==> src/mdbc_pkg.sv <==
// Shared types and constants for the motor direction and brake controller.
// Used by mdbc_ctrl, mdbc_datapath and motor_direction_brake_controller_unit.
package mdbc_pkg;

  // Field widths of the item formats.
  localparam int DUTY_W  = 10;
  localparam int SPEED_W = 16;
  localparam int BTN_N   = 4;
  localparam int DRIVE_W = 5;

  // Configuration register widths, indexes and reset values.
  localparam int CFG_DATA_W  = 8;
  localparam int CFG_INDEX_W = 2;
  localparam logic [CFG_INDEX_W-1:0] CFG_PPR    = 2'd0;
  localparam logic [CFG_INDEX_W-1:0] CFG_GEAR   = 2'd1;
  localparam logic [CFG_INDEX_W-1:0] CFG_WINDOW = 2'd2;
  localparam logic [7:0] PPR_RESET    = 8'd11;
  localparam logic [7:0] GEAR_RESET   = 8'd30;
  localparam logic [3:0] WINDOW_RESET = 4'd5;

  // Event kinds.
  localparam logic [1:0] MODE_POLL  = 2'd0;
  localparam logic [1:0] MODE_CMD   = 2'd1;
  localparam logic [1:0] MODE_PULSE = 2'd2;
  localparam logic [1:0] MODE_TICK  = 2'd3;

  // Command characters.
  localparam logic [7:0] CHAR_START   = 8'h54;  // 'T'
  localparam logic [7:0] CHAR_FORWARD = 8'h46;  // 'F'
  localparam logic [7:0] CHAR_REVERSE = 8'h42;  // 'B'
  localparam logic [7:0] CHAR_BRAKE   = 8'h53;  // 'S'
  localparam logic [7:0] CHAR_CR      = 8'h0D;
  localparam logic [7:0] CHAR_LF      = 8'h0A;

  // Bit positions in the drive vector.
  localparam int DB_A      = 0;
  localparam int DB_B      = 1;
  localparam int DB_RED    = 2;
  localparam int DB_GREEN  = 3;
  localparam int DB_YELLOW = 4;

  // Speed arithmetic: speed = count * 60000 / (ppr * gear * window * 100).
  localparam logic [15:0] SPEED_SCALE  = 16'd60000;
  localparam logic [6:0]  WINDOW_SCALE = 7'd100;
  localparam int PG_W  = 16;          // ppr * gear
  localparam int WS_W  = 11;          // window * 100
  localparam int DEN_W = 27;          // full denominator
  localparam int REM_W = DEN_W + 1;   // divider partial remainder

  typedef enum logic [2:0] {
    RS_IDLE   = 3'd0,
    RS_READY  = 3'd1,
    RS_FWD    = 3'd2,
    RS_REV    = 3'd3,
    RS_BRAKED = 3'd4
  } run_state_t;

  typedef enum logic [2:0] {
    C_IDLE  = 3'd0,
    C_MUL_A = 3'd1,
    C_MUL_B = 3'd2,
    C_DIV   = 3'd3,
    C_EMIT  = 3'd4
  } ctl_state_t;

  typedef struct packed {
    logic [1:0]        mode;
    logic              btn_start;
    logic              btn_forward;
    logic              btn_reverse;
    logic              btn_brake;
    logic [DUTY_W-1:0] pot_level;
    logic [7:0]        rx_byte;
  } in_item_t;

  typedef struct packed {
    logic [2:0]         run_state;
    logic               bridge_a;
    logic               bridge_b;
    logic               led_red;
    logic               led_green;
    logic               led_yellow;
    logic [DUTY_W-1:0]  duty_main;
    logic [DUTY_W-1:0]  duty_aux;
    logic [SPEED_W-1:0] speed_rpm;
  } out_item_t;

  // Commands from the controller to the datapath.
  typedef struct packed {
    logic accept;
    logic mul_a;
    logic mul_b;
    logic div_step;
    logic load_out;
  } dp_cmd_t;

  // Status from the datapath to the controller.
  typedef struct packed {
    logic win_end;
    logic div_last;
  } dp_stat_t;

endpackage

==> src/mdbc_ctrl.sv <==
// Sequencing controller: accepts items, runs the speed multiply and divide
// steps and hands the result to the output register. Depends on mdbc_pkg.
module mdbc_ctrl (
  input  logic               clk,
  input  logic               rst_n,
  input  logic               in_valid,
  output logic               in_stall,
  output logic               out_valid,
  input  logic               out_stall,
  input  mdbc_pkg::dp_stat_t stat,
  output mdbc_pkg::dp_cmd_t  cmd
);

  mdbc_pkg::ctl_state_t state_r, state_nxt;
  logic                 out_valid_r, out_valid_nxt;

  // Next state.
  always_comb begin
    state_nxt = state_r;
    case (state_r)
      mdbc_pkg::C_IDLE: begin
        if (in_valid) begin
          state_nxt = stat.win_end ? mdbc_pkg::C_MUL_A : mdbc_pkg::C_EMIT;
        end
      end
      mdbc_pkg::C_MUL_A: state_nxt = mdbc_pkg::C_MUL_B;
      mdbc_pkg::C_MUL_B: state_nxt = mdbc_pkg::C_DIV;
      mdbc_pkg::C_DIV: begin
        if (stat.div_last) begin
          state_nxt = mdbc_pkg::C_EMIT;
        end
      end
      mdbc_pkg::C_EMIT: begin
        if (!out_valid_r || !out_stall) begin
          state_nxt = mdbc_pkg::C_IDLE;
        end
      end
      default: state_nxt = mdbc_pkg::C_IDLE;
    endcase
  end

  // Outputs.
  always_comb begin
    cmd          = '0;
    cmd.accept   = (state_r == mdbc_pkg::C_IDLE) && in_valid;
    cmd.mul_a    = (state_r == mdbc_pkg::C_MUL_A);
    cmd.mul_b    = (state_r == mdbc_pkg::C_MUL_B);
    cmd.div_step = (state_r == mdbc_pkg::C_DIV);
    // The output register takes a new item once the previous one is gone.
    cmd.load_out = (state_r == mdbc_pkg::C_EMIT) && (!out_valid_r || !out_stall);
    in_stall     = (state_r != mdbc_pkg::C_IDLE);
    if (cmd.load_out) begin
      out_valid_nxt = 1'b1;
    end else begin
      out_valid_nxt = out_valid_r && out_stall;
    end
  end

  always_ff @(posedge clk) begin
    if (!rst_n) begin
      state_r     <= mdbc_pkg::C_IDLE;
      out_valid_r <= 1'b0;
    end else begin
      state_r     <= state_nxt;
      out_valid_r <= out_valid_nxt;
    end
  end

  assign out_valid = out_valid_r;

  a_rise_from_emit: assert property (@(posedge clk) disable iff (!rst_n)
    $rose(out_valid_r) |-> $past(state_r == mdbc_pkg::C_EMIT))
    else $error("result presented outside the emit step");

  a_div_exit: assert property (@(posedge clk) disable iff (!rst_n)
    state_r == mdbc_pkg::C_DIV |=> state_r == mdbc_pkg::C_DIV || state_r == mdbc_pkg::C_EMIT)
    else $error("division left without emitting a result");

  a_short_item: assert property (@(posedge clk) disable iff (!rst_n)
    in_valid && !in_stall && !stat.win_end |=> state_r == mdbc_pkg::C_EMIT)
    else $error("item without speed update did not go straight to emit");

endmodule

==> src/mdbc_datapath.sv <==
// Datapath: button edge detect, direction interlock, pulse and tick counters,
// speed multiply and restoring divider, output register. Depends on mdbc_pkg.
module mdbc_datapath #(
  parameter int COUNT_WIDTH = 16,
  parameter int DUTY_MAX    = 1023
) (
  input  logic                                 clk,
  input  logic                                 rst_n,
  input  mdbc_pkg::in_item_t                   in_item,
  input  logic                                 cfg_we,
  input  logic [mdbc_pkg::CFG_INDEX_W-1:0]     cfg_index,
  input  logic [mdbc_pkg::CFG_DATA_W-1:0]      cfg_wdata,
  input  mdbc_pkg::dp_cmd_t                    cmd,
  output mdbc_pkg::dp_stat_t                   stat,
  output mdbc_pkg::out_item_t                  out_item
);

  localparam int NUM_W = COUNT_WIDTH + 16;
  localparam int CNT_W = $clog2(NUM_W);
  localparam logic [mdbc_pkg::DUTY_W-1:0] DUTY_MAX_V = mdbc_pkg::DUTY_W'(DUTY_MAX);

  // Configuration registers.
  logic [7:0] ppr_r, gear_r;
  logic [3:0] window_r;

  // Interlock state.
  mdbc_pkg::run_state_t               run_r, run_nxt;
  logic [mdbc_pkg::BTN_N-1:0]         prev_r, prev_nxt;
  logic [7:0]                         latched_r, latched_nxt;
  logic [mdbc_pkg::DRIVE_W-1:0]       drive_r, drive_nxt;
  logic [mdbc_pkg::DUTY_W-1:0]        duty_main_r, duty_main_nxt;
  logic [mdbc_pkg::DUTY_W-1:0]        duty_aux_r, duty_aux_nxt;

  // Speed meter state.
  logic [COUNT_WIDTH-1:0]             pulse_r, pulse_nxt;
  logic [3:0]                         tick_r, tick_nxt;
  logic [COUNT_WIDTH-1:0]             pcap_r;
  logic [mdbc_pkg::SPEED_W-1:0]       speed_r;

  // Multiply and divide registers.
  logic [mdbc_pkg::PG_W-1:0]          pg_r;
  logic [mdbc_pkg::WS_W-1:0]          ws_r;
  logic [mdbc_pkg::DEN_W-1:0]         den_r;
  logic [NUM_W-1:0]                   num_r;
  logic [mdbc_pkg::REM_W-1:0]         rem_r;
  logic [mdbc_pkg::SPEED_W-1:0]       quo_r;
  logic [CNT_W-1:0]                   cnt_r;

  logic                               poll, go_start, go_fwd, go_rev, go_brake;
  logic [mdbc_pkg::BTN_N-1:0]         cur, press;
  logic [mdbc_pkg::DUTY_W-1:0]        pot;
  logic [3:0]                         tick_inc;
  logic [mdbc_pkg::REM_W-1:0]         rem_shift, rem_next;
  logic                               q_bit;
  logic                               win_end, div_last;

  // Event decode and button edges.
  always_comb begin
    poll  = cmd.accept && (in_item.mode == mdbc_pkg::MODE_POLL);
    cur   = {in_item.btn_brake, in_item.btn_reverse, in_item.btn_forward, in_item.btn_start};
    press = cur & ~prev_r;
    pot   = (int'(in_item.pot_level) > DUTY_MAX) ? DUTY_MAX_V : in_item.pot_level;
    go_start = press[0] || (latched_r == mdbc_pkg::CHAR_START);
    go_fwd   = press[1] || (latched_r == mdbc_pkg::CHAR_FORWARD);
    go_rev   = press[2] || (latched_r == mdbc_pkg::CHAR_REVERSE);
    go_brake = press[3] || (latched_r == mdbc_pkg::CHAR_BRAKE);
  end

  // Interlock next state.
  always_comb begin
    run_nxt = run_r;
    if (poll) begin
      case (run_r)
        mdbc_pkg::RS_IDLE: begin
          if (go_start) run_nxt = mdbc_pkg::RS_READY;
        end
        mdbc_pkg::RS_READY: begin
          if (go_fwd) begin
            run_nxt = mdbc_pkg::RS_FWD;
          end else if (go_rev) begin
            run_nxt = mdbc_pkg::RS_REV;
          end
        end
        mdbc_pkg::RS_FWD: begin
          if (go_brake) begin
            run_nxt = mdbc_pkg::RS_BRAKED;
          end else if (go_rev) begin
            run_nxt = mdbc_pkg::RS_REV;
          end
        end
        mdbc_pkg::RS_REV: begin
          if (go_brake) begin
            run_nxt = mdbc_pkg::RS_BRAKED;
          end else if (go_fwd) begin
            run_nxt = mdbc_pkg::RS_FWD;
          end
        end
        mdbc_pkg::RS_BRAKED: begin
          if (go_start) run_nxt = mdbc_pkg::RS_READY;
        end
        default: run_nxt = mdbc_pkg::RS_IDLE;
      endcase
    end
  end

  // Interlock outputs: bridge, lamps, duties and the latched command.
  always_comb begin
    drive_nxt     = drive_r;
    duty_main_nxt = duty_main_r;
    duty_aux_nxt  = duty_aux_r;
    latched_nxt   = latched_r;
    if (cmd.accept && (in_item.mode == mdbc_pkg::MODE_CMD) &&
        (in_item.rx_byte != mdbc_pkg::CHAR_CR) && (in_item.rx_byte != mdbc_pkg::CHAR_LF)) begin
      latched_nxt = in_item.rx_byte;
    end
    if (poll) begin
      case (run_r)
        mdbc_pkg::RS_IDLE: begin
          // The first start clears the latched command.
          if (go_start) latched_nxt = '0;
        end
        mdbc_pkg::RS_READY: begin
          if (go_fwd) begin
            drive_nxt[mdbc_pkg::DB_A]   = 1'b1;
            drive_nxt[mdbc_pkg::DB_RED] = 1'b1;
            drive_nxt[mdbc_pkg::DB_B]   = 1'b0;
            duty_main_nxt = pot;
            duty_aux_nxt  = pot;
          end else if (go_rev) begin
            drive_nxt[mdbc_pkg::DB_B]     = 1'b1;
            drive_nxt[mdbc_pkg::DB_GREEN] = 1'b1;
            drive_nxt[mdbc_pkg::DB_A]     = 1'b0;
            duty_main_nxt = pot;
            duty_aux_nxt  = pot;
          end
        end
        mdbc_pkg::RS_FWD, mdbc_pkg::RS_REV: begin
          duty_main_nxt = pot;
          duty_aux_nxt  = pot;
          if (go_brake) begin
            if (run_r == mdbc_pkg::RS_FWD) begin
              drive_nxt[mdbc_pkg::DB_RED] = 1'b0;
            end else begin
              drive_nxt[mdbc_pkg::DB_GREEN] = 1'b0;
            end
            drive_nxt[mdbc_pkg::DB_YELLOW] = 1'b1;
            drive_nxt[mdbc_pkg::DB_A]      = 1'b1;
            drive_nxt[mdbc_pkg::DB_B]      = 1'b1;
            duty_aux_nxt = DUTY_MAX_V;
          end else if ((run_r == mdbc_pkg::RS_FWD) && go_rev) begin
            drive_nxt[mdbc_pkg::DB_RED]   = 1'b0;
            drive_nxt[mdbc_pkg::DB_A]     = 1'b0;
            drive_nxt[mdbc_pkg::DB_GREEN] = 1'b1;
            drive_nxt[mdbc_pkg::DB_B]     = 1'b1;
          end else if ((run_r == mdbc_pkg::RS_REV) && go_fwd) begin
            drive_nxt[mdbc_pkg::DB_GREEN] = 1'b0;
            drive_nxt[mdbc_pkg::DB_B]     = 1'b0;
            drive_nxt[mdbc_pkg::DB_RED]   = 1'b1;
            drive_nxt[mdbc_pkg::DB_A]     = 1'b1;
          end
        end
        mdbc_pkg::RS_BRAKED: begin
          if (go_start) begin
            drive_nxt[mdbc_pkg::DB_YELLOW] = 1'b0;
            drive_nxt[mdbc_pkg::DB_A]      = 1'b0;
            drive_nxt[mdbc_pkg::DB_B]      = 1'b0;
            duty_main_nxt = '0;
            duty_aux_nxt  = '0;
          end
        end
        default: ;
      endcase
    end
  end

  // Buttons, pulse count and tick window.
  always_comb begin
    prev_nxt  = poll ? cur : prev_r;
    pulse_nxt = pulse_r;
    tick_inc  = tick_r + 4'd1;
    tick_nxt  = tick_r;
    win_end   = (in_item.mode == mdbc_pkg::MODE_TICK) && (tick_inc >= window_r);
    if (cmd.accept) begin
      case (in_item.mode)
        mdbc_pkg::MODE_PULSE: pulse_nxt = pulse_r + COUNT_WIDTH'(1);
        mdbc_pkg::MODE_TICK: begin
          if (win_end) begin
            tick_nxt  = '0;
            pulse_nxt = '0;
          end else begin
            tick_nxt = tick_inc;
          end
        end
        default: ;
      endcase
    end
  end

  // One restoring divide step per cycle. A zero denominator yields all-one
  // quotient bits, which is the saturated speed.
  always_comb begin
    rem_shift = {rem_r[mdbc_pkg::REM_W-2:0], num_r[NUM_W-1]};
    q_bit     = (rem_shift >= {1'b0, den_r});
    rem_next  = q_bit ? (rem_shift - {1'b0, den_r}) : rem_shift;
    div_last  = (cnt_r == CNT_W'(NUM_W - 1));
  end

  always_comb begin
    stat.win_end  = win_end;
    stat.div_last = div_last;
  end

  always_ff @(posedge clk) begin
    if (!rst_n) begin
      ppr_r       <= mdbc_pkg::PPR_RESET;
      gear_r      <= mdbc_pkg::GEAR_RESET;
      window_r    <= mdbc_pkg::WINDOW_RESET;
      run_r       <= mdbc_pkg::RS_IDLE;
      prev_r      <= '1;
      latched_r   <= '0;
      drive_r     <= '0;
      duty_main_r <= '0;
      duty_aux_r  <= '0;
      pulse_r     <= '0;
      tick_r      <= '0;
      speed_r     <= '0;
    end else begin
      if (cfg_we) begin
        case (cfg_index)
          mdbc_pkg::CFG_PPR:    ppr_r    <= cfg_wdata;
          mdbc_pkg::CFG_GEAR:   gear_r   <= cfg_wdata;
          mdbc_pkg::CFG_WINDOW: window_r <= cfg_wdata[3:0];
          default: ;
        endcase
      end
      run_r       <= run_nxt;
      prev_r      <= prev_nxt;
      latched_r   <= latched_nxt;
      drive_r     <= drive_nxt;
      duty_main_r <= duty_main_nxt;
      duty_aux_r  <= duty_aux_nxt;
      pulse_r     <= pulse_nxt;
      tick_r      <= tick_nxt;
      if (cmd.div_step && div_last) begin
        speed_r <= {quo_r[mdbc_pkg::SPEED_W-2:0], q_bit};
      end
    end
  end

  // Arithmetic and output registers carry no reset.
  always_ff @(posedge clk) begin
    if (cmd.accept && win_end) begin
      pcap_r <= pulse_r;
    end
    if (cmd.mul_a) begin
      pg_r  <= mdbc_pkg::PG_W'(ppr_r) * mdbc_pkg::PG_W'(gear_r);
      ws_r  <= mdbc_pkg::WS_W'(window_r) * mdbc_pkg::WS_W'(mdbc_pkg::WINDOW_SCALE);
      num_r <= NUM_W'(pcap_r) * NUM_W'(mdbc_pkg::SPEED_SCALE);
    end
    if (cmd.mul_b) begin
      den_r <= mdbc_pkg::DEN_W'(pg_r) * mdbc_pkg::DEN_W'(ws_r);
      rem_r <= '0;
      cnt_r <= '0;
    end
    if (cmd.div_step) begin
      rem_r <= rem_next;
      num_r <= {num_r[NUM_W-2:0], 1'b0};
      quo_r <= {quo_r[mdbc_pkg::SPEED_W-2:0], q_bit};
      cnt_r <= cnt_r + CNT_W'(1);
    end
    if (cmd.load_out) begin
      out_item.run_state  <= run_r;
      out_item.bridge_a   <= drive_r[mdbc_pkg::DB_A];
      out_item.bridge_b   <= drive_r[mdbc_pkg::DB_B];
      out_item.led_red    <= drive_r[mdbc_pkg::DB_RED];
      out_item.led_green  <= drive_r[mdbc_pkg::DB_GREEN];
      out_item.led_yellow <= drive_r[mdbc_pkg::DB_YELLOW];
      out_item.duty_main  <= duty_main_r;
      out_item.duty_aux   <= duty_aux_r;
      out_item.speed_rpm  <= speed_r;
    end
  end

  a_fwd_drive: assert property (@(posedge clk) disable iff (!rst_n)
    run_r == mdbc_pkg::RS_FWD |->
      drive_r[mdbc_pkg::DB_A] && !drive_r[mdbc_pkg::DB_B] && drive_r[mdbc_pkg::DB_RED])
    else $error("forward state with wrong bridge or lamp");

  a_rev_drive: assert property (@(posedge clk) disable iff (!rst_n)
    run_r == mdbc_pkg::RS_REV |->
      drive_r[mdbc_pkg::DB_B] && !drive_r[mdbc_pkg::DB_A] && drive_r[mdbc_pkg::DB_GREEN])
    else $error("reverse state with wrong bridge or lamp");

  a_brake_lamp: assert property (@(posedge clk) disable iff (!rst_n)
    drive_r[mdbc_pkg::DB_YELLOW] == (run_r == mdbc_pkg::RS_BRAKED))
    else $error("brake lamp disagrees with braked state");

endmodule

==> src/motor_direction_brake_controller_unit.sv <==
// DC motor direction and brake interlock with speed meter.
// The package is mdbc_pkg; the top level joins mdbc_ctrl and mdbc_datapath.
//
// Each accepted item (button poll, command byte, encoder pulse or 100 ms tick)
// gives exactly one result item showing the bridge, lamps, duties, run state
// and last measured speed after that event. Polls, command bytes, pulses and
// ticks that do not close the measurement window go straight to the emit
// step. A tick that closes the window runs the multiply steps to build the
// numerator and denominator, then a restoring divider produces one quotient
// bit per cycle over all COUNT_WIDTH + 16 numerator bits. The block takes one
// item at a time; while the output register holds an item that is not yet
// taken, the next item is still accepted and its result waits for the register
// to empty. Configuration registers are written directly, with no read-back;
// the user must write them only while no item is in work; this is not enforced.
module motor_direction_brake_controller_unit #(
  parameter int COUNT_WIDTH = 16,
  parameter int DUTY_MAX    = 1023
) (
  input  logic                             clk,
  input  logic                             rst_n,
  input  logic                             in_valid,
  output logic                             in_stall,
  input  mdbc_pkg::in_item_t               in_item,
  output logic                             out_valid,
  input  logic                             out_stall,
  output mdbc_pkg::out_item_t              out_item,
  input  logic                             cfg_we,
  input  logic [mdbc_pkg::CFG_INDEX_W-1:0] cfg_index,
  input  logic [mdbc_pkg::CFG_DATA_W-1:0]  cfg_wdata
);

  mdbc_pkg::dp_cmd_t  cmd;
  mdbc_pkg::dp_stat_t stat;

  mdbc_ctrl u_ctrl (
    .clk       (clk),
    .rst_n     (rst_n),
    .in_valid  (in_valid),
    .in_stall  (in_stall),
    .out_valid (out_valid),
    .out_stall (out_stall),
    .stat      (stat),
    .cmd       (cmd)
  );

  mdbc_datapath #(
    .COUNT_WIDTH (COUNT_WIDTH),
    .DUTY_MAX    (DUTY_MAX)
  ) u_datapath (
    .clk       (clk),
    .rst_n     (rst_n),
    .in_item   (in_item),
    .cfg_we    (cfg_we),
    .cfg_index (cfg_index),
    .cfg_wdata (cfg_wdata),
    .cmd       (cmd),
    .stat      (stat),
    .out_item  (out_item)
  );

endmodule

==> config.mk <==
export PLATFORM = sky130hd
export DESIGN_NAME = motor_direction_brake_controller_unit
export DESIGN_NICKNAME = d
export VERILOG_FILES = /design/src/mdbc_pkg.sv /design/src/mdbc_ctrl.sv /design/src/mdbc_datapath.sv /design/src/motor_direction_brake_controller_unit.sv
export SDC_FILE = /design/constraint.sdc
export NUM_CORES = 1
export LEC_CHECK = 0
export ABC_AREA = 1
export BUFFER_PORTS_ARGS = -buffer_cell sky130_fd_sc_hd__clkbuf_2
export CORE_MARGIN = 2
export CORE_UTILIZATION = 35
export DETAILED_ROUTE_END_ITERATION = 10
export HOLD_SLACK_MARGIN = 0.02
export PLACE_DENSITY = 0.52
export SLEW_MARGIN = 20
export SYNTH_ARGS = -nofsm -noshare
export SYNTH_HDL_FRONTEND = slang
export SYNTH_SLANG_ARGS = --single-unit
==> constraint.sdc <==
create_clock -name clk -period 8.7 [get_ports clk]
set_input_delay 0.435 -clock clk [delete_from_list [all_inputs] [get_ports clk]]
set_output_delay 0.435 -clock clk [all_outputs]
set_load 0.005 [all_outputs]
==> results of run 1 <==
-- placed cells by master, fill, tap and decap left out, drive strengths merged, types with 6 or more instances in the layout --
cell,Yosys,final
o21ai,66,66
dfxtp,100,100
xor2,31,31
or2,8,8
clkinv,1,7
clkbuf,64,133
buf,19,6
nand3b,11,11
nand2,843,843
nor2,221,221
fa,198,198
nor3,23,23
xnor2,24,24
inv,671,675
nand3,137,137
o21bai,8,8
edfxtp,184,184
nand4,38,38
ha,201,201
a21oi,142,142
-- layer usage --
| metal | track usage, % | vias to the layer above | wire length, um |
|---|---|---|---|
| met3 | 2.50 | 58 | 1940 |
| li1 | - | 9373 | - |
| met2 | 25.6 | 222 | 23900 |
| met1 | 22.0 | 8337 | 27400 |
| met4 | 3.68 | 0 | 976 |
| met5 | 0 | - | 0 |
-- critical path, delay by kind of cell (launching register included) --
family | cells | cell delay (ns)
adders and majority gates | 5 | 2.44
AOI/OAI and AO/OA | 2 | 0.53
and+or+nand+nor | 6 | 0.72
buffers and inverters | 5 | 0.27
DFF | 1 | 0.63
-- Yosys cell counts, types with 6 or more instances --
cell	count	area [sq um]
sky130_fd_sc_hd__nand2_1	838	3150
sky130_fd_sc_hd__inv_1	669	2510
sky130_fd_sc_hd__nor2_1	218	818
sky130_fd_sc_hd__ha_1	201	2510
sky130_fd_sc_hd__fa_1	198	3960
sky130_fd_sc_hd__edfxtp_1	184	5530
sky130_fd_sc_hd__a21oi_1	141	706
sky130_fd_sc_hd__nand3_1	135	676
sky130_fd_sc_hd__dfxtp_1	100	2000
sky130_fd_sc_hd__clkbuf_1	64	240
sky130_fd_sc_hd__o21ai_0	64	320
sky130_fd_sc_hd__nand4_1	38	238
sky130_fd_sc_hd__xor2_1	31	272
sky130_fd_sc_hd__xnor2_1	24	210
sky130_fd_sc_hd__nor3_1	20	100
sky130_fd_sc_hd__nand3b_1	11	82.6
sky130_fd_sc_hd__buf_2	8	40.0
sky130_fd_sc_hd__o21bai_1	8	60.1
sky130_fd_sc_hd__or2_2	7	43.8
sky130_fd_sc_hd__buf_6	6	67.6
-- stage by stage --
stage,worst slack (ns),instance area (sq um)
after global routing,3.38,26300
after detailed placement,3.82,25100
after global placement,3.86,25100
after CTS,3.81,26300
after floorplan,4.13,23900
final,3.84,26300
-- how the worst max path moves through the flow --
stage	from	end	slack, ns
6_report	u_datapath.ws_r[10]$_DFFE_PP_	u_datapath.den_r[20]$_DFFE_PP_	3.84
5_1_grt	u_datapath.pcap_r[1]$_DFFE_PP_	u_datapath.num_r[27]$_DFFE_PP_	3.38
4_1_cts	u_datapath.pcap_r[4]$_DFFE_PP_	u_datapath.num_r[27]$_DFFE_PP_	3.81
3_5_place_dp	u_datapath.pcap_r[6]$_DFFE_PP_	u_datapath.num_r[27]$_DFFE_PP_	3.82
3_3_place_gp	u_datapath.pcap_r[6]$_DFFE_PP_	u_datapath.num_r[27]$_DFFE_PP_	3.86
2_1_floorplan	u_datapath.pcap_r[1]$_DFFE_PP_	u_datapath.num_r[17]$_DFFE_PP_	4.13
-- cell type report --
| class | count | area share, % |
|---|---|---|
| inverter | 672 | 9.58 |
| sequential | 284 | 28.6 |
| multi-input combinational | 1977 | 51.3 |
| clock inverter | 17 | 0.689 |
| tap | 873 | 4.15 |
| timing repair buffer | 90 | 1.77 |
| clock buffer | 49 | 3.88 |
-- flip-flops by register name, summed over array words and instances, names as in the netlist, 15 cells and up --
signal               flops
u_datapath.den_r        25
u_datapath.num_r        27
u_datapath.out_item     44
u_datapath.pcap_r       16
u_datapath.pg_r         16
u_datapath.pulse_r      16
u_datapath.quo_r        15
u_datapath.rem_r        27
u_datapath.speed_r      16
-- cell families (layout without fill, tap and decap cells) --
| kind of cell | after synthesis | in the layout | share of synthesized area, % |
|---|---|---|---|
| AND/OR/NAND/NOR | 1285 | 1285 | 21.9 |
| buffers and inverters | 755 | 828 | 12.1 |
| adder cells (fa/ha/maj) | 399 | 399 | 27.1 |
| flip-flops | 284 | 284 | 31.5 |
| AO/OA/AOI/OAI | 238 | 238 | 5.40 |
| XOR/XNOR | 55 | 55 | 2.01 |
==> reports/summary.log, run 1 <==
INFO  outcome        outcome=completed
INFO  detailed_routing detail_route.first_pass.iterations=5
INFO  setup_path     cpMaxStageDelayCell=sky130_fd_sc_hd__edfxtp_1
INFO  synthesis      syn-mean-instance-area=7.93squm
INFO  setup_path     reg2reg_depth=18
INFO  layout         diodes=0
INFO  global_routing global_route_usage_over_all_layers=15.8%
INFO  sta            unrepaired_setup_endpoints_after_global_routing=no
INFO  setup_path     worst_setup_path_end_kind=register
INFO  floorplanning  core_area=67,400squm
INFO  sta            share_of_the_clock_period_used_by_the_worst_path=55.9%
INFO  min_path       hold_path_end=u_datapath.gear_r[4]$_SDFFE_PN1P_
INFO  layout         design.final.nets=3,499
INFO  global_routing first_global_vias=17,941
INFO  layout         final.fill_count=6,959
INFO  synthesis      ys.warnings.count=0
INFO  setup_path     worst_ep_required_time=8.99ns
INFO  setup_path     path_class=register to register
INFO  min_path       hold_class=primary input to register
INFO  synthesis      asyncSetResetFlopFracSynth=0%
INFO  synthesis      yosys_register_bits=284
INFO  setup_path     regToRegEndpoint=u_datapath.den_r[20]$_DFFE_PP_
INFO  synthesis      synthCells=3,016
INFO  detailed_routing vias_per_cell=4.54
INFO  place          dp_cells=3,896
INFO  detailed_routing via_count=17,990
INFO  floorplanning  std_cell_rows=95
INFO  global_routing grt_start_max_net_pins=56
INFO  cts            clkLatencyLatePin=0.55ns
INFO  layout         utilization=39.1%
INFO  global_routing antenna_found_initial=0
INFO  layout         multiInputGateArea=13,500squm
INFO  synthesis      yosys_cell_types=46
INFO  setup_path     worstPathMaxFanout=16
INFO  place          port-buffer-count=84
INFO  global_routing grt_pass1_wl=91.0mm
INFO  cts            htreeDepth=2
INFO  detailed_routing remaining_number_of_nets_flagged_by_the_antenna_check_after_routing=0
INFO  synthesis      synth_ff_type=sky130_fd_sc_hd__edfxtp_1
INFO  cts            clkTransAtPathRegs=0.06ns
INFO  sta            fmax=206MHz
INFO  cts            cts-buffers-inserted=36
INFO  cts            cts_hold_buffers=0
INFO  floorplanning  die_height=265um
INFO  sta            slew-limit-headroom=39.0%
INFO  layout         layout_cells_sized_above_1=5.67%
INFO  setup_path     crit_path_start_kind=register
INFO  min_path       worstHoldStart=cfg_wdata[4]
INFO  cts            cts_tree=yes
INFO  layout         flow.area_growth_from_synthesis=10.1%
INFO  floorplanning  floorplan.die.width=265um
INFO  sta            timing_hold_violations_final=0
INFO  flow_run       max_cap_violations=0
INFO  sta            final.setup.tns=0ns
INFO  cts            cts_post_setup_buffers_inserted=0
INFO  cts            clock_tree.buffer_depth=3
INFO  floorplanning  io-pin-count=85
INFO  floorplanning  initial_utilization=35.5%
INFO  setup_path     worst_r2r_startpoint=u_datapath.ws_r[10]$_DFFE_PP_
INFO  layout         final_cell_count_no_fill=3,962
INFO  floorplanning  design.die.area=70,500squm
INFO  sta            worst_slew_pin_slew=0.915ns
INFO  min_path       hold-path-cell-count=3
INFO  sta            finalWorstPathRequiredPeriod=4.86ns
INFO  setup_path     reg_to_reg_setup_timing_slack=3.84ns
INFO  cts            cts.repair.resized=0
INFO  synthesis      synth_seq_area_share=31.5%
INFO  sta            setup_viol=0
INFO  synthesis      synth_fp_nets=3,454
INFO  place          hpwl=42.8mm
INFO  setup_path     critical_path.most_common_cell=sky130_fd_sc_hd__inv_1
INFO  sta            fin_hold_ws=0.117ns
INFO  setup_path     critical_path.cell_chain=nand2_1 > inv_1 > fa_1 > inv_1 > fa_1 > inv_1 > fa_1 > inv_1 > fa_1 > inv_1 > ha_1 > nand2_1 > o21ai_0 > nor2_1 > o21ai_0 > nand3_1 > nand3_1 > nand2_1
INFO  cts            clkSinkCount=284
INFO  synthesis      mappedNetlistArea=23,900squm
INFO  detailed_routing avgRoutedWirePerCell=13.7um
INFO  place          place.gp.congestion=0.883
INFO  sta            slew_violations=0
INFO  synthesis      number_of_enable_flip_flop_cells_after_synthesis=184
INFO  detailed_routing drc_errors=0
INFO  global_routing grt-ovfl-total=0
INFO  layout         regArea=7530squm
INFO  sta            fin_skew=0.0183ns
INFO  detailed_routing totalWireLength=54.1mm
INFO  setup_path     crit_path_max_incr_delay=0.63ns
INFO  cts            ctsRootBufferMaster=sky130_fd_sc_hd__clkbuf_16
INFO  detailed_routing drt-initial-drc-count=837
INFO  setup_path     cp_data_arrival_time=5.15ns
Power of run 1 is left out: the tool's default activity adds up to more than one toggle a clock period on the data nets, which glitch-free logic cannot reach.
==> run 2: changes to the inputs <==
clock period = 4.49 ns   (was 8.7 ns; I/O delays follow)
==> run 2 against run 1 <==
Critical path depth stayed put. Fmax rose by 9.0%. Hold slack worse by 0.080 ns. Critical endpoint is now u_datapath.num_r[17]$_DFFE_PP_. Clock skew is 0.0014 ns higher. Critical path type unchanged. Routed wire length up 2.9%. Non-clock buffer count up 154. Final area rose by 7.9%. Via count rose by 3.6%. Cell count is 3.8% higher. Largest cell class unchanged. Global-route usage is 0.40 points higher. Sequential share of layout area decreased by 2.1 points. Register-to-register slack worse by 3.8 ns.
==> reports/summary.log, run 2 (synthesis gave the netlist of run 1 again) <==
INFO  outcome        outcome=completed
INFO  setup_path     regToRegEndpoint=u_datapath.num_r[17]$_DFFE_PP_
INFO  min_path       hold_path_end=u_ctrl.out_valid$_SDFF_PN0_
INFO  detailed_routing drt-initial-drc-count=831
INFO  sta            worst_slew_pin_slew=1.06ns
INFO  flow_run       max_cap_violations=0
INFO  detailed_routing detail_route.first_pass.iterations=5
INFO  layout         design.final.nets=3,652
INFO  detailed_routing detailroute.wirelength.met3=2.29mm
INFO  setup_path     reg2reg_depth=18
INFO  sta            setup_slack_after_layout=0.0298ns
INFO  setup_path     path_class=register to register
INFO  sta            fin_hold_ws=0.0370ns
INFO  setup_path     worst_ep_required_time=4.78ns
INFO  min_path       hold-path-cell-count=3
INFO  floorplanning  design.die.area=70,500squm
INFO  setup_path     worst_r2r_startpoint=u_datapath.pcap_r[2]$_DFFE_PP_
INFO  global_routing antenna_found_initial=0
INFO  cts            htreeDepth=2
INFO  global_routing grt_pass1_wl=93.8mm
INFO  detailed_routing wl_met2=24.9mm
INFO  sta            slew_violations=0
INFO  cts            cts_tree=yes
INFO  layout         largest_register_ff_count=44
INFO  detailed_routing drc_errors=0
INFO  setup_path     worstPathMaxFanout=4
INFO  cts            clock_tree.buffer_depth=3
INFO  sta            slew-limit-headroom=29.2%
INFO  floorplanning  initial_utilization=35.5%
INFO  min_path       hold_class=primary input to register
INFO  place          hpwl=43.3mm
INFO  layout         layout_common_cells=sky130_fd_sc_hd__nand2_1 (813), sky130_fd_sc_hd__inv_1 (645), sky130_fd_sc_hd__nor2_1 (195)
INFO  min_path       worstHoldStart=out_stall
INFO  global_routing grt-ovfl-total=0
INFO  detailed_routing vias_per_cell=4.53
INFO  global_routing first_global_vias=18,879
INFO  cts            cts-buffers-inserted=35
INFO  sta            fmax=224MHz
INFO  layout         final_common_cell=sky130_fd_sc_hd__nand2_1
INFO  setup_path     cp_data_arrival_time=4.75ns
INFO  setup_path     worst_setup_path_end_kind=register
INFO  sta            unrepaired_setup_endpoints_after_global_routing=yes
INFO  setup_path     reg_to_reg_setup_timing_slack=0.03ns
INFO  floorplanning  core_area=67,400squm
INFO  layout         flow.area_growth_from_synthesis=18.8%
INFO  floorplanning  io-pin-count=85
INFO  place          port-buffer-count=84
INFO  floorplanning  die_height=265um
INFO  layout         layout_cells_sized_above_1=13.7%
INFO  sta            timing_hold_violations_final=0
INFO  cts            ctsRootBufferMaster=sky130_fd_sc_hd__clkbuf_16
INFO  floorplanning  std_cell_rows=95
INFO  sta            finalWorstPathRequiredPeriod=4.46ns
INFO  cts            clkSinkCount=284
INFO  layout         max_flop_register=u_datapath.out_item
INFO  sta            fin_skew=0.0197ns
INFO  global_routing global_route_usage_over_all_layers=16.2%
INFO  place          place.gp.congestion=0.873
INFO  detailed_routing highest_metal_layer_with_signal_wires=met4
INFO  floorplanning  floorplan.die.width=265um
INFO  place          dpl_worst_slack=-0.139ns
INFO  cts            clkTransAtPathRegs=0.06ns
INFO  global_routing grt_start_max_net_pins=70
INFO  detailed_routing totalWireLength=55.7mm
INFO  setup_path     crit_path_start_kind=register
INFO  cts            clkLatencyLatePin=0.55ns
INFO  detailed_routing avgRoutedWirePerCell=13.5um
INFO  layout         biggestRegsByFlops=u_datapath.out_item (44), u_datapath.num_r (27), u_datapath.rem_r (27)
INFO  layout         diodes=0
INFO  sta            setup_viol=0
INFO  detailed_routing route.layer.met1.wl=27.3mm
INFO  sta            share_of_the_clock_period_used_by_the_worst_path=99.3%
INFO  detailed_routing remaining_number_of_nets_flagged_by_the_antenna_check_after_routing=0
INFO  detailed_routing via_count=18,630
==> run 2: changes by cell type in the layout (fill, tap and decap cells not counted), sizes merged <==
cell / change
clkinv: -2
inv: -1
bufinv: -1
clkbuf: +1
buf: +128
dlygate4sd3: +26
==> run 2: worst max path at each step <==
stage	startpoint	to	slack, ns
after floorplan	u_datapath.pcap_r[6]$_DFFE_PP_	u_datapath.num_r[28]$_DFFE_PP_	0.02
after global placement	u_datapath.pcap_r[3]$_DFFE_PP_	u_datapath.num_r[31]$_DFFE_PP_	-0.12
after detailed placement	u_datapath.pcap_r[3]$_DFFE_PP_	u_datapath.num_r[27]$_DFFE_PP_	-0.14
after CTS	u_datapath.pcap_r[3]$_DFFE_PP_	u_datapath.num_r[27]$_DFFE_PP_	-0.01
after global routing	u_datapath.pcap_r[2]$_DFFE_PP_	u_datapath.num_r[31]$_DFFE_PP_	-0.17
final	u_datapath.pcap_r[2]$_DFFE_PP_	u_datapath.num_r[17]$_DFFE_PP_	0.03
==> run 2: area by class of cell <==
cell class                      instances  area [sq um]
Fill cell                            6816         39000
Inverter                              672          2520
Multi-Input combinational cell       1977         14300
Clock inverter                         13           140
Clock buffer                           50          1020
Timing Repair Buffer                  244          1850
Sequential cell                       284          7530
Tap cell                              873          1090
==> run 2: stage by stage <==
| step | cell area, sq um | setup TNS, ns | util, % | cells |
|---|---|---|---|---|
| after global placement | 26100 | -0.752 | 38.7 | 4006 |
| after floorplan | 23900 | 0 | - | 3016 |
| final | 28400 | 0 | 42.2 | 4113 |
| after CTS | 27700 | -0.0120 | 41.0 | 4096 |
| after global routing | 28400 | -1.41 | 42.2 | 4113 |
| after detailed placement | 26100 | -1.29 | 38.7 | 4006 |
==> run 2: routing by layer <==
| metal | global-route usage [%] | vias up |
|---|---|---|
| li1 | - | 9678 |
| met1 | 22.1 | 8602 |
| met2 | 26.9 | 272 |
| met3 | 2.53 | 78 |
| met4 | 3.89 | 0 |
| met5 | 0 | - |
==> run 2: what timing repair did <==
action	in CTS	in global routing
gates resized for setup	40	162
buffers inserted	1	18
pin swaps	8	104
hold buffers	26	0
endpoints found under the setup margin	20	37
endpoints found under the hold margin	37	0
==> run 2: critical path: stages, from the launching register on <==
cell	delay, ns
sky130_fd_sc_hd__edfxtp_1	0.36
sky130_fd_sc_hd__inv_2	0.05
sky130_fd_sc_hd__buf_6	0.11
sky130_fd_sc_hd__fa_1	0.51
sky130_fd_sc_hd__inv_2	0.04
sky130_fd_sc_hd__fa_2	0.53
sky130_fd_sc_hd__fa_1	0.40
sky130_fd_sc_hd__inv_1	0.08
sky130_fd_sc_hd__fa_1	0.43
sky130_fd_sc_hd__fa_1	0.53
sky130_fd_sc_hd__inv_2	0.05
sky130_fd_sc_hd__ha_4	0.27
sky130_fd_sc_hd__a21oi_4	0.20
sky130_fd_sc_hd__inv_1	0.06
sky130_fd_sc_hd__a31oi_1	0.14
sky130_fd_sc_hd__nand2_1	0.12
sky130_fd_sc_hd__or2_4	0.24
sky130_fd_sc_hd__nand3_2	0.05
sky130_fd_sc_hd__nand2_1	0.05
Power of run 2 is left out for the same reason.
==> run 3: changes to the inputs <==
CTS_BUF_LIST = sky130_fd_sc_hd__clkbuf_16   (was default)
==> run 3 against run 2 <==
First-iteration DRC count up 0.12%. Critical path depth unchanged. Via count about the same. Routed wire length about the same. Clock skew up 0.0024 ns. Setup slack better by 0.0079 ns. Global-route usage about the same. Non-clock buffer count up 3. Hold slack better by 0.0036 ns. Fmax up 0.18%. Clock-buffer cell count down 13. Critical path type unchanged. Critical endpoint is now u_datapath.num_r[28]$_DFFE_PP_.
==> reports/summary.log, run 3 (synthesis gave the netlist of run 1 again) <==
INFO  sta            fin_hold_ws=0.0406ns
INFO  global_routing grt-busiest-layer=met2
INFO  global_routing gr-usage-met3=2.53%
INFO  global_routing grt-ovfl-total=0
INFO  floorplanning  design.die.area=70,500squm
INFO  sta            final.setup.tns=0ns
INFO  sta            fmax=225MHz
INFO  detailed_routing via_count=18,640
INFO  global_routing first_global_vias=18,859
INFO  layout         design.final.nets=3,655
INFO  setup_path     worst_ep_required_time=4.80ns
INFO  cts            htreeDepth=2
INFO  min_path       hold_class=primary input to register
INFO  global_routing grtUsageMet1=22.0%
INFO  setup_path     timing.critical_path.buf_inv=4
INFO  layout         largest_register_ff_count=44
INFO  floorplanning  std_cell_rows=95
INFO  sta            unrepaired_setup_endpoints_after_global_routing=yes
INFO  layout         final_cell_count_no_fill=4,116
INFO  place          dp_cells=4,006
INFO  layout         flow.area_growth_from_synthesis=18.5%
INFO  setup_path     crit_path_start_kind=register
INFO  place          place.gp.congestion=0.873
INFO  floorplanning  io-pin-count=85
INFO  sta            setup_viol=0
INFO  setup_path     critical_path.top_delay_family=adder cells
INFO  layout         final_common_cell=sky130_fd_sc_hd__nand2_1
INFO  outcome        outcome=completed
INFO  sta            finalWorstPathRequiredPeriod=4.45ns
INFO  sta            timing_hold_violations_final=0
INFO  setup_path     worstPathMaxFanout=4
INFO  setup_path     worst_setup_path_end_kind=register
INFO  sta            slew_violations=0
INFO  setup_path     cpMaxStageDelayCell=sky130_fd_sc_hd__fa_1
INFO  flow_run       max_cap_violations=0
INFO  detailed_routing drc_errors=0
INFO  floorplanning  core_area=67,400squm
INFO  global_routing grt_start_max_net_pins=70
INFO  cts            cts_tree=yes
INFO  setup_path     crit_path_max_incr_delay=0.52ns
INFO  detailed_routing totalWireLength=55.7mm
INFO  floorplanning  die_height=265um
INFO  detailed_routing drt-initial-drc-count=832
INFO  cts            clkSinkCount=284
INFO  detailed_routing avgRoutedWirePerCell=13.5um
INFO  cts            ctsRootBufferMaster=sky130_fd_sc_hd__clkbuf_16
INFO  place          hpwl=43.3mm
INFO  cts            clkTransAtPathRegs=0.06ns
INFO  global_routing grtUsageMet2=26.8%
INFO  floorplanning  initial_utilization=35.5%
INFO  detailed_routing detail_route.first_pass.iterations=7
INFO  layout         diodes=0
INFO  setup_path     path_class=register to register
INFO  cts            cts-buffers-inserted=35
INFO  global_routing antenna_found_initial=0
INFO  sta            worst_slew_pin_slew=1.06ns
INFO  floorplanning  floorplan.die.width=265um
INFO  layout         layout_common_cells=sky130_fd_sc_hd__nand2_1 (812), sky130_fd_sc_hd__inv_1 (657), sky130_fd_sc_hd__nor2_1 (195)
INFO  place          port-buffer-count=84
INFO  sta            slew-limit-headroom=29.0%
INFO  layout         max_flop_register=u_datapath.out_item
INFO  cts            clock_tree.buffer_depth=3
INFO  setup_path     critical_path.most_common_cell=sky130_fd_sc_hd__fa_1
INFO  detailed_routing remaining_number_of_nets_flagged_by_the_antenna_check_after_routing=0
INFO  layout         final.fill_count=6,837
INFO  cts            clkLatencyLatePin=0.55ns
INFO  detailed_routing vias_per_cell=4.53
INFO  global_routing grt_pass1_wl=93.6mm
INFO  layout         layout_cells_sized_above_1=13.5%
INFO  sta            fin_skew=0.0221ns
INFO  sta            share_of_the_clock_period_used_by_the_worst_path=99.2%
INFO  setup_path     cp_data_arrival_time=4.76ns
INFO  setup_path     critical_path.cell_chain=buf_4 > fa_1 > fa_1 > fa_1 > inv_1 > fa_1 > fa_1 > inv_1 > ha_4 > nand2_2 > nor2_4 > buf_4 > o21bai_1 > nand2_2 > nand2_2 > nand4_1 > nand3_1 > nand2_1
INFO  layout         biggestRegsByFlops=u_datapath.out_item (44), u_datapath.num_r (27), u_datapath.rem_r (27)
INFO  global_routing global_route_usage_over_all_layers=16.1%
## run 3: cell types whose count changed in the layout (fill, tap and decap cells not counted), sizes merged
cell    delta
clkbuf    -12
inv        +9
clkinv     +4
buf        +2
## run 3: metal layers
metal,part of all wire (%),wire (um),vias up
li1,-,-,9687
met1,50,27600,8630
met2,45,24900,251
met3,3.7,2080,72
met4,2.0,1120,0
met5,0,0,-
## run 3: final timing paths
| check | to | from | slack (ns) | depth (start not counted) |
|---|---|---|---|---|
| worst max-delay path | u_datapath.num_r[28]$_DFFE_PP_ | u_datapath.pcap_r[2]$_DFFE_PP_ | 0.04 | 18 |
| worst min-delay path | u_ctrl.out_valid$_SDFF_PN0_ | out_stall | 0.04 | 3 |
| worst max register to register | u_datapath.num_r[28]$_DFFE_PP_ | u_datapath.pcap_r[2]$_DFFE_PP_ | 0.04 | 18 |
| worst min register to register | u_datapath.out_item[19]$_DFFE_PP_ | u_datapath.duty_aux_r[3]$_SDFFE_PN0P_ | 0.42 | 0 |
## run 3: layout make-up
| class | count | area, sq um | area share [%] |
|---|---|---|---|
| clock buffers | 37 | 926 | 3.27 |
| clock inverters | 26 | 189 | 0.667 |
| inverters | 672 | 2520 | 8.90 |
| multi-input cells | 1977 | 14200 | 50.2 |
| flip-flops and latches | 284 | 7530 | 26.6 |
| well taps | 873 | 1090 | 3.85 |
| repair buffers | 247 | 1850 | 6.54 |
## run 3: timing repair
item,CTS,global route
cloned,0,1
gates resized for setup,37,149
endpoints found under the setup margin,20,37
hold buffers,26,0
hold endpoints to repair,37,0
pin swaps,8,93
setup buffers,1,20
## run 3: worst reg2reg max path: stages, from the launching register on
cell and delay, ns:
sky130_fd_sc_hd__edfxtp_1 0.39, sky130_fd_sc_hd__buf_4 0.17, sky130_fd_sc_hd__fa_1 0.49, sky130_fd_sc_hd__fa_1 0.43, sky130_fd_sc_hd__fa_1 0.51, sky130_fd_sc_hd__inv_1 0.05, sky130_fd_sc_hd__fa_1 0.48, sky130_fd_sc_hd__fa_1 0.52
sky130_fd_sc_hd__inv_1 0.06, sky130_fd_sc_hd__ha_4 0.27, sky130_fd_sc_hd__nand2_2 0.12, sky130_fd_sc_hd__nor2_4 0.05, sky130_fd_sc_hd__buf_4 0.14, sky130_fd_sc_hd__o21bai_1 0.16, sky130_fd_sc_hd__nand2_2 0.07, sky130_fd_sc_hd__nand2_2 0.07
sky130_fd_sc_hd__nand4_1 0.09, sky130_fd_sc_hd__nand3_1 0.10, sky130_fd_sc_hd__nand2_1 0.05
## run 3: stage by stage
stage	setup slack, ns	utilization [%]	instance area (sq um)
3_5_place_dp	-0.139	38.7	26100
6_report	0.0376	42.0	28300
4_1_cts	-0.0136	40.9	27600
3_3_place_gp	-0.121	38.7	26100
5_1_grt	-0.176	42.0	28300
2_1_floorplan	0.0184	-	23900
Power of run 3 is left out for the same reason.
